--- src/hdl/fdsa_pkg.sv ---
// Package for the stack-machine ALU: sizes, opcodes, status codes and word types.
// Used by every module in the hdl folder except fdsa_div; depends on nothing else.
`timescale 1ns / 1ps
package fdsa_pkg;
  localparam int StackDepth = 64;
  localparam int MemWords   = 256;
  localparam int SpW        = $clog2(StackDepth + 1);
  localparam int SaW        = $clog2(StackDepth);
  localparam int MaW        = (MemWords > 1) ? $clog2(MemWords) : 1;

  typedef enum logic [3:0] {
    OP_PUSH = 4'd0, OP_ADD = 4'd1, OP_SUB = 4'd2, OP_MUL = 4'd3,
    OP_DIV = 4'd4, OP_DUP = 4'd5, OP_DROP = 4'd6, OP_SWAP = 4'd7,
    OP_OVER = 4'd8, OP_EQ = 4'd9, OP_LT = 4'd10, OP_GT = 4'd11,
    OP_PRINT = 4'd12, OP_FETCH = 4'd13, OP_STORE = 4'd14, OP_EOL = 4'd15
  } op_e;

  typedef enum logic [2:0] {
    ST_OK = 3'd0, ST_FULL = 3'd1, ST_EMPTY = 3'd2, ST_DIVZERO = 3'd3,
    ST_DIVOVF = 3'd4, ST_BADADDR = 3'd5, ST_SKIP = 3'd6
  } status_e;

  typedef struct packed {
    logic [3:0]  op;
    logic signed [31:0] literal;
  } in_word_t;

  typedef struct packed {
    logic [2:0]  status;
    logic signed [31:0] value;
    logic        printed;
    logic [6:0]  depth;
  } out_word_t;

  // Commands from the controller to the datapath.
  typedef struct packed {
    logic load_in;   // capture input word
    logic pop_b;     // pop into b
    logic pop_a;     // pop into a
    logic rd_top;    // read stack top into the top register
    logic mem_rd;    // read data memory at a; unused, the datapath reads it every cycle
    logic div_start; // start divider
    logic push;      // push push_sel value
    logic [2:0] push_sel;
    logic mem_wr;    // write a to memory at b
    logic set_sp0;   // empty the stack
    logic clr_step;  // clear memory entry at clear counter
  } cmd_t;

  localparam logic [2:0] PS_LIT = 3'd0, PS_ALU = 3'd1, PS_A = 3'd2, PS_B = 3'd3,
                         PS_MEM = 3'd4, PS_DIV = 3'd5;

  typedef struct packed {
    logic [3:0] op;
    logic empty;
    logic full;
    logic b_zero;
    logic div_ovf;
    logic addr_bad;
    logic div_done;
    logic clr_done;
    logic [SpW-1:0] sp;
  } stat_t;
endpackage

--- src/hdl/fdsa_ctrl.sv ---
// Controller: clears word memory after reset, then sequences pops, operation, pushes and result for each op word.
// Depends on fdsa_pkg.
`timescale 1ns / 1ps
module fdsa_ctrl (
  input  logic clk_i,
  input  logic rst_ni,
  input  logic in_valid_i,
  output logic in_stall_o,
  output logic out_valid_o,
  input  logic out_stall_i,
  input  fdsa_pkg::stat_t stat_i,
  output fdsa_pkg::cmd_t cmd_o,
  output logic [2:0] status_o,
  output logic printed_o,
  output logic use_a_o
);
  import fdsa_pkg::*;

  localparam logic [3:0] S_CLR = 4'd0, S_IDLE = 4'd1, S_DEC = 4'd2, S_POPB = 4'd3,
                         S_POPA = 4'd4, S_EXEC = 4'd5, S_DIV = 4'd6, S_MEM = 4'd7,
                         S_PUSH = 4'd8, S_TOP = 4'd9, S_TOPW = 4'd10, S_OUT = 4'd11;

  logic [3:0] state_q, state_d;
  logic [2:0] err_q, err_d, stat_q, stat_d;
  logic [1:0] pn_q, pn_d;   // push number within dup/swap/over
  logic prt_q, prt_d;
  logic [2:0] sel;
  logic       two;

  assign two = !(stat_i.op == OP_DUP || stat_i.op == OP_DROP ||
                 stat_i.op == OP_PRINT || stat_i.op == OP_FETCH);

  always_comb begin
    case (stat_i.op)
      OP_PUSH:  sel = PS_LIT;
      OP_DIV:   sel = PS_DIV;
      OP_FETCH: sel = PS_MEM;
      OP_DUP:   sel = PS_A;
      OP_SWAP:  sel = (pn_q == 2'd0) ? PS_B : PS_A;
      OP_OVER:  sel = (pn_q == 2'd1) ? PS_B : PS_A;
      default:  sel = PS_ALU;
    endcase
  end

  always_comb begin
    state_d = state_q; err_d = err_q; stat_d = stat_q; pn_d = pn_q; prt_d = prt_q;
    cmd_o = '0;
    cmd_o.push_sel = sel;
    unique case (state_q)
      S_CLR: begin
        if (stat_i.clr_done) state_d = S_IDLE;
        else cmd_o.clr_step = 1'b1;
      end
      S_IDLE: begin
        if (in_valid_i) begin
          cmd_o.load_in = 1'b1;
          pn_d = '0; prt_d = 1'b0;
          state_d = S_DEC;
        end
      end
      S_DEC: begin
        if (stat_i.op == OP_EOL) begin
          stat_d = err_q;
          if (err_q != ST_OK) cmd_o.set_sp0 = 1'b1;
          err_d = ST_OK;
          state_d = S_TOP;
        end else if (err_q != ST_OK) begin
          stat_d = ST_SKIP;
          state_d = S_TOP;
        end else if (stat_i.op == OP_PUSH) begin
          state_d = S_PUSH;
        end else if (two) begin
          state_d = S_POPB;
        end else begin
          state_d = S_POPA;
        end
      end
      S_POPB: begin
        if (stat_i.empty) begin
          err_d = ST_EMPTY; state_d = S_TOP;
        end else begin
          cmd_o.pop_b = 1'b1; state_d = S_POPA;
        end
      end
      S_POPA: begin
        if (stat_i.empty) begin
          err_d = ST_EMPTY; state_d = S_TOP;
        end else begin
          cmd_o.pop_a = 1'b1; state_d = S_EXEC;
        end
      end
      S_EXEC: begin
        state_d = S_PUSH;
        case (stat_i.op)
          OP_DIV: begin
            if (stat_i.b_zero) begin
              err_d = ST_DIVZERO; state_d = S_TOP;
            end else if (stat_i.div_ovf) begin
              err_d = ST_DIVOVF; state_d = S_TOP;
            end else begin
              cmd_o.div_start = 1'b1; state_d = S_DIV;
            end
          end
          OP_FETCH, OP_STORE: begin
            if (stat_i.addr_bad) begin
              err_d = ST_BADADDR; state_d = S_TOP;
            end else if (stat_i.op == OP_STORE) begin
              cmd_o.mem_wr = 1'b1; state_d = S_TOP;
            end else begin
              state_d = S_MEM;
            end
          end
          OP_DROP: state_d = S_TOP;
          OP_PRINT: begin
            prt_d = 1'b1; state_d = S_TOP;
          end
          default: ;
        endcase
      end
      S_DIV: if (stat_i.div_done) state_d = S_PUSH;
      S_MEM: state_d = S_PUSH;
      S_PUSH: begin
        if (stat_i.full) begin
          err_d = ST_FULL; state_d = S_TOP;
        end else begin
          cmd_o.push = 1'b1;
          pn_d = pn_q + 2'd1;
          if ((stat_i.op == OP_DUP || stat_i.op == OP_SWAP) && pn_q == 2'd0)
            state_d = S_PUSH;
          else if (stat_i.op == OP_OVER && pn_q != 2'd2) state_d = S_PUSH;
          else state_d = S_TOP;
        end
      end
      S_TOP: state_d = S_TOPW;
      S_TOPW: begin
        cmd_o.rd_top = 1'b1;
        if (stat_i.op != OP_EOL && err_q != ST_SKIP) stat_d = err_q;
        if (stat_i.op != OP_EOL && stat_q == ST_SKIP) stat_d = ST_SKIP;
        state_d = S_OUT;
      end
      S_OUT: if (!out_stall_i) state_d = S_IDLE;
      default: state_d = S_IDLE;
    endcase
  end

  always_ff @(posedge clk_i or negedge rst_ni) begin
    if (!rst_ni) begin
      state_q <= S_CLR; err_q <= ST_OK; stat_q <= ST_OK; pn_q <= '0; prt_q <= 1'b0;
    end else begin
      state_q <= state_d; err_q <= err_d; pn_q <= pn_d; prt_q <= prt_d;
      stat_q <= (state_q == S_IDLE) ? ST_OK : stat_d;
    end
  end

  assign in_stall_o  = (state_q != S_IDLE);
  assign out_valid_o = (state_q == S_OUT);
  assign status_o    = stat_q;
  assign printed_o   = prt_q;
  assign use_a_o     = prt_q;
endmodule

--- config.mk ---
export PLATFORM = sky130hd
export DESIGN_NAME = fdsa_ctrl
export DESIGN_NICKNAME = d
export VERILOG_FILES = /design/src/hdl/fdsa_pkg.sv /design/src/hdl/fdsa_ctrl.sv
export SDC_FILE = /design/constraint.sdc
export NUM_CORES = 1
export LEC_CHECK = 0
export BUFFER_PORTS_ARGS = -buffer_cell sky130_fd_sc_hd__buf_2
export CORE_ASPECT_RATIO = 0.6
export CORE_MARGIN = 2
export CORE_UTILIZATION = 35
export CTS_CLUSTER_DIAMETER = 200
export DETAILED_ROUTE_END_ITERATION = 10
export PLACE_DENSITY = 0.61
export SYNTH_ARGS = -nofsm -noshare
export SYNTH_HDL_FRONTEND = slang
export SYNTH_SLANG_ARGS = --single-unit
--- constraint.sdc ---
create_clock -name clk_i -period 2.4 [get_ports clk_i]
set_clock_uncertainty 0.05 [all_clocks]
set_input_delay 0.36 -clock clk_i [delete_from_list [all_inputs] [get_ports clk_i]]
set_output_delay 0.36 -clock clk_i [all_outputs]
set_load 0.05 [all_outputs]
==> impl_results.md, run 1 <==
* Antenna diodes at 0
* Post-synthesis net count at 203
* Row count at 17
* Post-Syn Instances at 178
* DR iter-0 viols at 190
* Root cell of the clock tree: clkbuf_8
* Crit path from: state_q[3]$_DFFE_PN0P_
* Final Hold Viols at 0
* Maximum vdd drop at 0.715 mV
* Crit path required time at 1.99 ns
* Largest net degree at the start of global routing at 15
* Post-detail-place hpwl at 3050 microns
* Total grt overflow at 0
* Final Max Tran Viols at 0
* Die area at 0.00445 sq mm
* Placer Congestion at 0.909
* Ys flop type: dfrtp_1
* Vias per inst at 5.62
* Clock Pin Slew Worst Setup and Hold Paths at 0.06 ns
* Hold_sp: out_stall_i
* Rel. slew slack at 0.675
* Min Clock Period, post-route at 2.31 ns
* Crit path DAT at 1.90 ns
* Ys async rst share at 1.00
* Drt total wl at 3820 microns
* MaxCap Viol Count at 0
* Largest stage delay, worst path at 0.50 ns
* Worst Tran Pin Value at 0.482 ns
* Crit path buffers/inverters at 1
* Crit path cell chain: and4bb_1, nand2_2, nor4_4, clkbuf_4
* CP startpoint kind: register
* First-pass GRT wire length at 6300 microns
* Final setup fails at 0
* Outcome: finished, final reports clean
* Post-synth EDFFs at 0
* Kind of critical path: register to primary output
* Synth warn at 0
* Core area at 0.00372 sq mm
* CP Capture Type: primary output
* TritonCTS Buffers at 3
* Distinct cells, synth at 56
* TritonCTS clock tree: yes
* DR pass1 iterations at 4
* Width of the die at 84.8 microns
* Multi-input logic area at 953 sq um
* Pwr dens at 1120 mW/mm^2
* CP max FO at 10
* Dpl cell area at 0.00161 sq mm
* CTS H-tree depth at 1
* Design Area, Final at 0.00167 sq mm
* Fraction of layout cells with a size suffix above 1 at 0.283
* Ratio of final minimum period to clock period at 0.962
* Commonest non-fill, non-tap cell in the layout: buf_2
* GRT Overall Usage at 0.182
* Maximum clock rate at 433 MHz
* RSZ-0062 raised after global routing: no
* Kind of cell adding the most delay to the critical path: simple AND/OR/NAND/NOR gates
* Register area share after synthesis at 0.237
* Synthesized area at 0.00137 sq mm
* CP max stage cell: dfrtp_1
* Post-synth top area share at 0.237
* WL per Instance at 14.8 microns
* FF+latch area at 325 sq um
* Switching share of power at 0.544
* Via count at 1456
* Vias in the first global route at 1242
* RR Startpoint: state_q[3]$_DFFE_PN0P_
* Clk Latency, worst-skew pair at 0.25 ns
* Antenna-violating nets left at 0
* Post-Syn Area per Cell at 7.70 sq um
* P_sw at 1.02 mW
* Fin util at 0.448
* Post-CTS setup buffer count at 0
* Most frequent cells in the layout: buf_2 (32), nor2_1 (22), nand2_1 (15), dfrtp_1 (13), a21oi_1 (11)
* Hold Path Class: input pin to register
* Filler instances at 381
* DIE HEIGHT at 52.5 microns
* Initial antenna violation count at 0
* Cell taking the most area after synthesis: dfrtp_1
* CTS Buffer Depth at 2
* Register bit total from synthesis at 13
* P_int at 0.851 mW
* Clock power share at 0.111
* Logic pwr share at 0.667
* Pleak at 0.750 nW
* Sinks on Clock Net at 13
* Design Power at 1.87 mW
* Buffers on Ports at 33
* Top cells by area, synth: dfrtp_1 (24%), nor2_1 (6.0%), nand2_1 (4.1%)
* Initial Util at 0.368
* Nets at 238
* # DRC at 0
* Top Ports at 42
* Flop pwr share at 0.222
* Area grow syn2layout at 21.5%
## cells in the mapped netlist, types with 5 or more instances
cell,instances
clkbuf_1,5
nand2_1,15
dfrtp_1,13
inv_1,7
nand2b_1,5
a21oi_1,11
o21ai_0,8
nor2_1,22
buf_2,5
## cell families (layout without fill, tap and decap cells)
kind of cell | after synthesis | in the layout | share of synthesized area
fa+ha+maj | 3 | 3 | 0.0274
xor+xnor | 2 | 2 | 0.0128
buf+inv | 22 | 56 | 0.0785
simple gates | 79 | 79 | 0.334
compound gates | 50 | 50 | 0.245
flops | 13 | 13 | 0.237
other cells | 1 | 1 | 0.00273
mux | 8 | 8 | 0.0630
## layer usage
| layer | vias to the layer above | track usage | part of all wire |
|---|---|---|---|
| li1 | 724 | - | - |
| met2 | 51 | 0.243 | 0.38 |
| met1 | 677 | 0.295 | 0.52 |
| met4 | 0 | 0.0238 | 0.0029 |
| met5 | - | 0 | 0 |
| met3 | 4 | 0.0409 | 0.089 |
## cell type report
cell class / instances / share of cell area
multi-input cells: 143 / 0.572
clock buffers: 3 / 0.0248
flip-flops and latches: 13 / 0.195
repair buffers: 44 / 0.152
well taps: 47 / 0.0353
clock inverters: 1 / 0.00300
inverters: 8 / 0.0180
## power by group through the flow
stage / Combinational (mW) / Sequential (mW) / Clock [mW]
4_1_cts: 1.24 / 0.410 / 0.215
2_1_floorplan: 0.921 / 0.447 / 0
5_1_grt: 1.35 / 0.433 / 0.228
6_report: 1.24 / 0.415 / 0.208
3_5_place_dp: 1.23 / 0.414 / 0
3_3_place_gp: 1.23 / 0.414 / 0
## final timing paths
path	endpoint	slack, ns	cells past startpoint
max	cmd_o[7]	0.09	4
min	state_q[3]$_DFFE_PN0P_	0.30	2
max reg2reg	err_q[0]$_DFFE_PN0P_	0.32	5
min reg2reg	pn_q[1]$_DFFE_PN0P_	0.48	1
max in group asynchronous	status_o[1]$_DFFE_PN0P_	1.57	2
min in group asynchronous	err_q[1]$_DFFE_PN0P_	0.49	2
## sequential cells by signal, summed over array words and instances (netlist names)
register	count
err_q	3
pn_q	2
printed_o	1
state_q	4
status_o	3
## worst register-to-register path, stage by stage (launching register included)
cell and delay, ns:
dfrtp_1 0.50, buf_4 0.22, nor2_1 0.22, o22ai_1 0.18
nor4_4 0.44, mux2_1 0.36
## what timing repair did
action / 4_1_cts / 5_1_grt
resized for setup: 0 / 2
setup endpoints to repair: 0 / 2
endpoints found under the hold margin: 13 / 0
hold buffers: 1 / 0
## per-stage QoR
| step | TNS (ns) | hold WS, ns | cells | setup WS (ns) |
|---|---|---|---|---|
| 6_report | 0 | 0.302 | 259 | 0.0911 |
| 2_1_floorplan | -0.640 | 0.0144 | 178 | -0.320 |
| 5_1_grt | 0 | 0.307 | 259 | 0.0104 |
| 3_5_place_dp | 0 | 0.228 | 254 | 0.315 |
| 4_1_cts | 0 | 0.296 | 259 | 0.0702 |
| 3_3_place_gp | 0 | 0.228 | 254 | 0.334 |
Note: power is estimated with default switching activity, not from simulation.
==> inputs of run 2 (changes only) <==
- clock period: 2.4 -> 2.8 ns (I/O delays scaled with it)
==> run 2 against run 1 <==
Die area is the same. Power decreased by 16%. Via count is 1.1% lower. Clock-buffer cell count grew 1. Clock power is 24% lower. Highest routed layer unchanged. Largest power group unchanged. Sequential share of layout area is 0.73 points higher.
==> impl_results.md, run 2 (same netlist as run 1, synthesis figures left out) <==
* Width of the die at 84.8 microns (unchanged)
* DR pass1 iterations at 4 (unchanged)
* Post-Place Worst Slack at 0.594 ns (+0.279 ns)
* Dpl cell area at 0.00156 sq mm (-2.7%)
* Root cell of the clock tree: clkbuf_8
* First-pass GRT wire length at 6060 microns (-3.8%)
* Pwr dens at 976 mW/mm^2 (-13%)
* Vias per inst at 5.69 (+1.2%)
* GRT Overall Usage at 0.173 (-0.00949)
* Crit path required time at 2.33 ns (+0.34 ns)
* Filler instances at 388 (+1.8%)
* Fin Setup TNS at 0 ns (unchanged)
* Post-CTS setup buffer count at 0 (unchanged)
* Via count at 1440 (-1.1%)
* Flop2flop setup slack at 0.64 ns (+0.32 ns)
* Kind of cell adding the most delay to the critical path: simple AND/OR/NAND/NOR gates
* Commonest non-fill, non-tap cell in the layout: buf_2
* Cts hold-fix bufs at 0 (-1)
* Largest Register: state_q
* Worst Tran Pin Value at 0.618 ns (+0.136 ns)
* Crit path DAT at 1.98 ns (+0.08 ns)
* Largest net degree at the start of global routing at 17 (+2)
* Sinks on Clock Net at 13 (unchanged)
* RR Startpoint: state_q[2]$_DFFE_PN0P_
* Area grow syn2layout at 17.2%
* Die area at 0.00445 sq mm (unchanged)
* DIE HEIGHT at 52.5 microns (unchanged)
* Clock Pin Slew Worst Setup and Hold Paths at 0.05 ns (about the same)
* Multi-input logic area at 945 sq um (-0.92%)
* Buffers on Ports at 33 (unchanged)
* CP Capture Type: primary output
* WL per Instance at 14.9 microns (+1.3%)
* Vias in the first global route at 1224 (-1.4%)
* Post-CTS sizing at 0 (unchanged)
* Initial Util at 0.368 (unchanged)
* Drt total wl at 3780 microns (-1.0%)
* Crit path cell chain: nor2b_1, nand2_1, nor4_2, buf_2
* Fraction of layout cells with a size suffix above 1 at 0.252 (-0.0306)
* Clk Latency, worst-skew pair at 0.23 ns (-0.02 ns)
* Final Max Tran Viols at 0 (unchanged)
* Final setup fails at 0 (unchanged)
* CP startpoint kind: register
* Initial antenna violation count at 0 (unchanged)
* Nets at 232 (-2.5%)
* CTS Buffer Depth at 2 (unchanged)
* Setup slack after layout at 0.353 ns (+0.262 ns)
* Most frequent cells in the layout: buf_2 (33), nor2_1 (22), nand2_1 (15), dfrtp_1 (13), a21oi_1 (11)
* DR iter-0 viols at 175 (-7.9%)
* TritonCTS Buffers at 3 (unchanged)
* Min Clock Period, post-route at 2.45 ns
* Top Ports at 42 (unchanged)
* Max reg flops at 4 (unchanged)
* Maximum clock rate at 409 MHz
* CP max stage cell: dfrtp_1
* Ratio of final minimum period to clock period at 0.874
* Hold Path Class: input pin to asynchronous set/reset pin
* Antenna diodes at 0 (unchanged)
* Crit path buffers/inverters at 1 (unchanged)
* Outcome: finished, final reports clean
* Final Hold Viols at 0 (unchanged)
* Maximum vdd drop at 0.734 mV (+2.7%)
* Rel. slew slack at 0.583 (-0.0920)
* Placer Congestion at 0.982 (+8.0%)
* Largest stage delay, worst path at 0.60 ns (+0.10 ns)
* TritonCTS clock tree: yes
* Pleak at 0.717 nW (-4.5%)
* RSZ-0062 raised after global routing: no
* # DRC at 0 (unchanged)
* Kind of critical path: register to primary output
* CP max FO at 13 (+3)
* Post-detail-place hpwl at 3000 microns (-1.6%)
* Design Area, Final at 0.00161 sq mm (-3.6%)
* CTS H-tree depth at 1 (unchanged)
* Total grt overflow at 0 (unchanged)
* WP depth at 4 (unchanged)
* MaxCap Viol Count at 0 (unchanged)
* Core area at 0.00372 sq mm (unchanged)
* Reg2Reg Depth at 5 (unchanged)
* FF+latch area at 325 sq um (unchanged)
* Crit path from: state_q[2]$_DFFE_PN0P_
* Row count at 17 (unchanged)
* Antenna-violating nets left at 0 (unchanged)
## run 2: changes by cell type in the layout (fill, tap and decap cells not counted), sizes merged
cell         previous run  this run
buf                    42        38
clkinv                  1         0
dlygate4sd3             1         0
## run 2: report_power, final
| part | internal, mW | switching (mW) |
|---|---|---|
| registers | 0.256 | 0.118 |
| clock network | 0.100 | 0.0590 |
| logic | 0.358 | 0.676 |
## run 2: cell type report
class,instances,share of cell area
multi-input cells,143,0.588
flip-flops and latches,13,0.202
repair buffers,38,0.126
well taps,47,0.0366
clock buffers,4,0.0280
inverters,8,0.0187
## run 2: stage by stage
stage	instances	utilization	hold slack, ns	total power, mW
finish	253	0.432	0.0109	1.57
global route	253	0.432	0.0353	1.68
CTS	253	0.432	0.0170	1.56
global placement	249	0.419	0.269	1.40
floorplan	178	-	0.0744	1.17
detailed placement	249	0.419	0.269	1.40
## run 2: worst paths after layout
| path | to |
|---|---|
| min in group clk_i | state_q[3]$_DFFE_PN0P_ |
| worst min register to register | status_o[0]$_DFFE_PN0P_ |
| worst max-delay path | cmd_o[2] |
| worst min-delay path | status_o[2]$_DFFE_PN0P_ |
| max in group asynchronous | pn_q[1]$_DFFE_PN0P_ |
| worst max register to register | err_q[0]$_DFFE_PN0P_ |
## run 2: worst reg2reg max path: cells and delay by family (launching register included)
family	cells	cell delay (ns)
AOI/OAI and AO/OA	2	0.30
muxes	1	0.37
DFF	1	0.60
and+or+nand+nor	2	0.71
## run 2: routing by layer
metal	vias up	global-route usage	part of all wire
li1	712	-	-
met2	68	0.230	0.38
met4	0	0.0317	0.0040
met1	658	0.289	0.52
met5	-	0	0
met3	2	0.0173	0.094
==> inputs of run 3 (changes only) <==
- HOLD_SLACK_MARGIN: not set -> 0.05
==> run 3 against run 2 <==
Worst hold slack better by 0.38 ns. Clock power about the same. Clock-buffer cell count unchanged. Critical path type unchanged. Cell count up 0.40%. Non-clock buffer count up 1. Global-route usage unchanged. Critical endpoint is now cmd_o[7]. Register-to-register slack about the same. Largest cell class unchanged. First-iteration DRC count down 8.0%. Setup slack better by 0.0089 ns. Die area unchanged.
==> impl_results.md, run 3 (same netlist as run 1, synthesis figures left out) <==
* Outcome: finished, final reports clean
* Nets at 233 (+0.43%)
* Flop2flop setup slack at 0.65 ns (about the same)
* Via count at 1448 (+0.56%)
* Hold Path Class: input pin to register
* # DRC at 0 (unchanged)
* P_sw at 0.851 mW (-0.29%)
* Worst hold margin at 0.394 ns (+0.383 ns)
* DR iter-0 viols at 161 (-8.0%)
* Post-CTS setup buffer count at 0 (unchanged)
* Drt total wl at 3760 microns (-0.58%)
* Pleak at 0.721 nW (+0.58%)
* Flop pwr share at 0.240 (about the same)
* Die area at 0.00445 sq mm (unchanged)
* Root cell of the clock tree: clkbuf_8
* Final setup fails at 0 (unchanged)
* CP max FO at 16 (+3)
* Filler instances at 387 (-0.26%)
* Crit path cell chain: and4bb_1, nand2_2, nor4_4, buf_2
* Max reg flops at 4 (unchanged)
* Placer Congestion at 0.982 (unchanged)
* Total grt overflow at 0 (unchanged)
* Row count at 17 (unchanged)
* Largest net degree at the start of global routing at 17 (unchanged)
* Area grow syn2layout at 17.9%
* DR pass1 iterations at 4 (unchanged)
* CP startpoint kind: register
* Crit path DAT at 1.97 ns (about the same)
* Fin Setup TNS at 0 ns (unchanged)
* Dpl cell area at 0.00156 sq mm (unchanged)
* Clock power share at 0.102 (about the same)
* Final Hold Viols at 0 (unchanged)
* Design Power at 1.57 mW (-0.10%)
* Reg2Reg Depth at 5 (unchanged)
* Worst hold path depth at 2
* Logic pwr share at 0.659 (about the same)
* Cts hold-fix bufs at 1 (+1)
* Sinks on Clock Net at 13 (unchanged)
* Post-detail-place hpwl at 3000 microns (unchanged)
* Most frequent cells in the layout: buf_2 (33), nor2_1 (22), nand2_1 (15), dfrtp_1 (13), a21oi_1 (11)
* RSZ-0062 raised after global routing: no
* Maximum clock rate at 410 MHz (+0.37%)
* DIE HEIGHT at 52.5 microns (unchanged)
* Largest Register: state_q
* Antenna diodes at 0 (unchanged)
* GRT Overall Usage at 0.173 (unchanged)
* MaxCap Viol Count at 0 (unchanged)
* Fraction of layout cells with a size suffix above 1 at 0.251 (-0.00122)
* Min Clock Period, post-route at 2.44 ns (-0.00890 ns)
* Top Ports at 42 (unchanged)
* CTS Buffer Depth at 2 (unchanged)
* Largest stage delay, worst path at 0.55 ns (-0.05 ns)
* Hold Path Sink: state_q[3]$_DFFE_PN0P_
* Buffers on Ports at 33 (unchanged)
* Maximum vdd drop at 0.734 mV (about the same)
* Crit path required time at 2.33 ns (about the same)
* Fin util at 0.434 (+0.00269)
* TritonCTS Buffers at 3 (unchanged)
* Hold_sp: out_stall_i
* First-pass GRT wire length at 6060 microns (unchanged)
* Worst Tran Pin Value at 0.628 ns (+0.0106 ns)
* TritonCTS clock tree: yes
* Clk Latency, worst-skew pair at 0.23 ns (about the same)
* Kind of critical path: register to primary output
* Final Max Tran Viols at 0 (unchanged)
* Commonest non-fill, non-tap cell in the layout: buf_2
* Rel. slew slack at 0.576 (-0.00713)
* Initial antenna violation count at 0 (unchanged)
* Vias per inst at 5.70 (+0.16%)
* CP max stage cell: dfrtp_1
* Design Area, Final at 0.00162 sq mm (+0.62%)
* Pwr dens at 969 mW/mm^2 (-0.72%)
* Antenna-violating nets left at 0 (unchanged)
* Initial Util at 0.368 (unchanged)
* Clock Pin Slew Worst Setup and Hold Paths at 0.05 ns (about the same)
* CP Capture Type: primary output
* Width of the die at 84.8 microns (unchanged)
* Vias in the first global route at 1224 (unchanged)
* WL per Instance at 14.8 microns (-0.97%)
* Ratio of final minimum period to clock period at 0.871 (-0.00318)
* Core area at 0.00372 sq mm (unchanged)
* Switching share of power at 0.543 (-0.00104)
* P_int at 0.715 mW (+0.12%)
* CTS H-tree depth at 1 (unchanged)
* Post-CTS sizing at 0 (unchanged)
* RR Startpoint: state_q[2]$_DFFE_PN0P_
* RR Endpoint: err_q[0]$_DFFE_PN0P_
## run 3: cell types whose count changed in the layout (fill, tap and decap cells not counted)
cell / previous run / this run
dlygate4sd3_1: 0 / 1
## run 3: power by group through the flow
stage | clock network [mW] | logic, mW | registers, mW
after global placement | 0 | 1.03 | 0.377
after floorplan | 0 | 0.786 | 0.383
after detailed placement | 0 | 1.02 | 0.374
after global routing | 0.172 | 1.12 | 0.392
final | 0.159 | 1.03 | 0.375
after CTS | 0.165 | 1.03 | 0.371
## run 3: layout make-up
class	count	area (sq um)	area share
clock buffers	4	45.0	0.0279
inverters	8	30.0	0.0186
multi-input cells	143	945	0.584
flip-flops and latches	13	325	0.201
well taps	47	58.8	0.0364
repair buffers	39	213	0.132
## run 3: per-stage QoR
step	std cells	worst slack, ns
global placement	249	0.579
CTS	254	0.369
finish	254	0.362
floorplan	178	0.0199
global route	254	0.230
detailed placement	249	0.594
## run 3: worst max-delay path by stage
stage,depth (start not counted),to,startpoint
2_1_floorplan,3,cmd_o[0],state_q[1]$_DFFE_PN0P_
3_3_place_gp,6,err_q[0]$_DFFE_PN0P_,stat_i[15]
3_5_place_dp,6,err_q[2]$_DFFE_PN0P_,stat_i[15]
4_1_cts,4,cmd_o[7],state_q[1]$_DFFE_PN0P_
5_1_grt,4,cmd_o[2],state_q[2]$_DFFE_PN0P_
6_report,4,cmd_o[7],state_q[1]$_DFFE_PN0P_
## run 3: routing by layer
layer	global-route usage	vias up	share of wire	routed length, microns
met4	0.0317	0	0.0040	15
met5	0	-	0	0
li1	-	717	-	-
met1	0.289	673	0.54	2020
met3	0.0173	2	0.083	312
met2	0.230	56	0.38	1410
## run 3: critical path: cells and delay by family, from the launching register on
kind          cells  cell delay [ns]
buf+inv           1             0.32
simple gates      3             0.85
flops             1             0.55
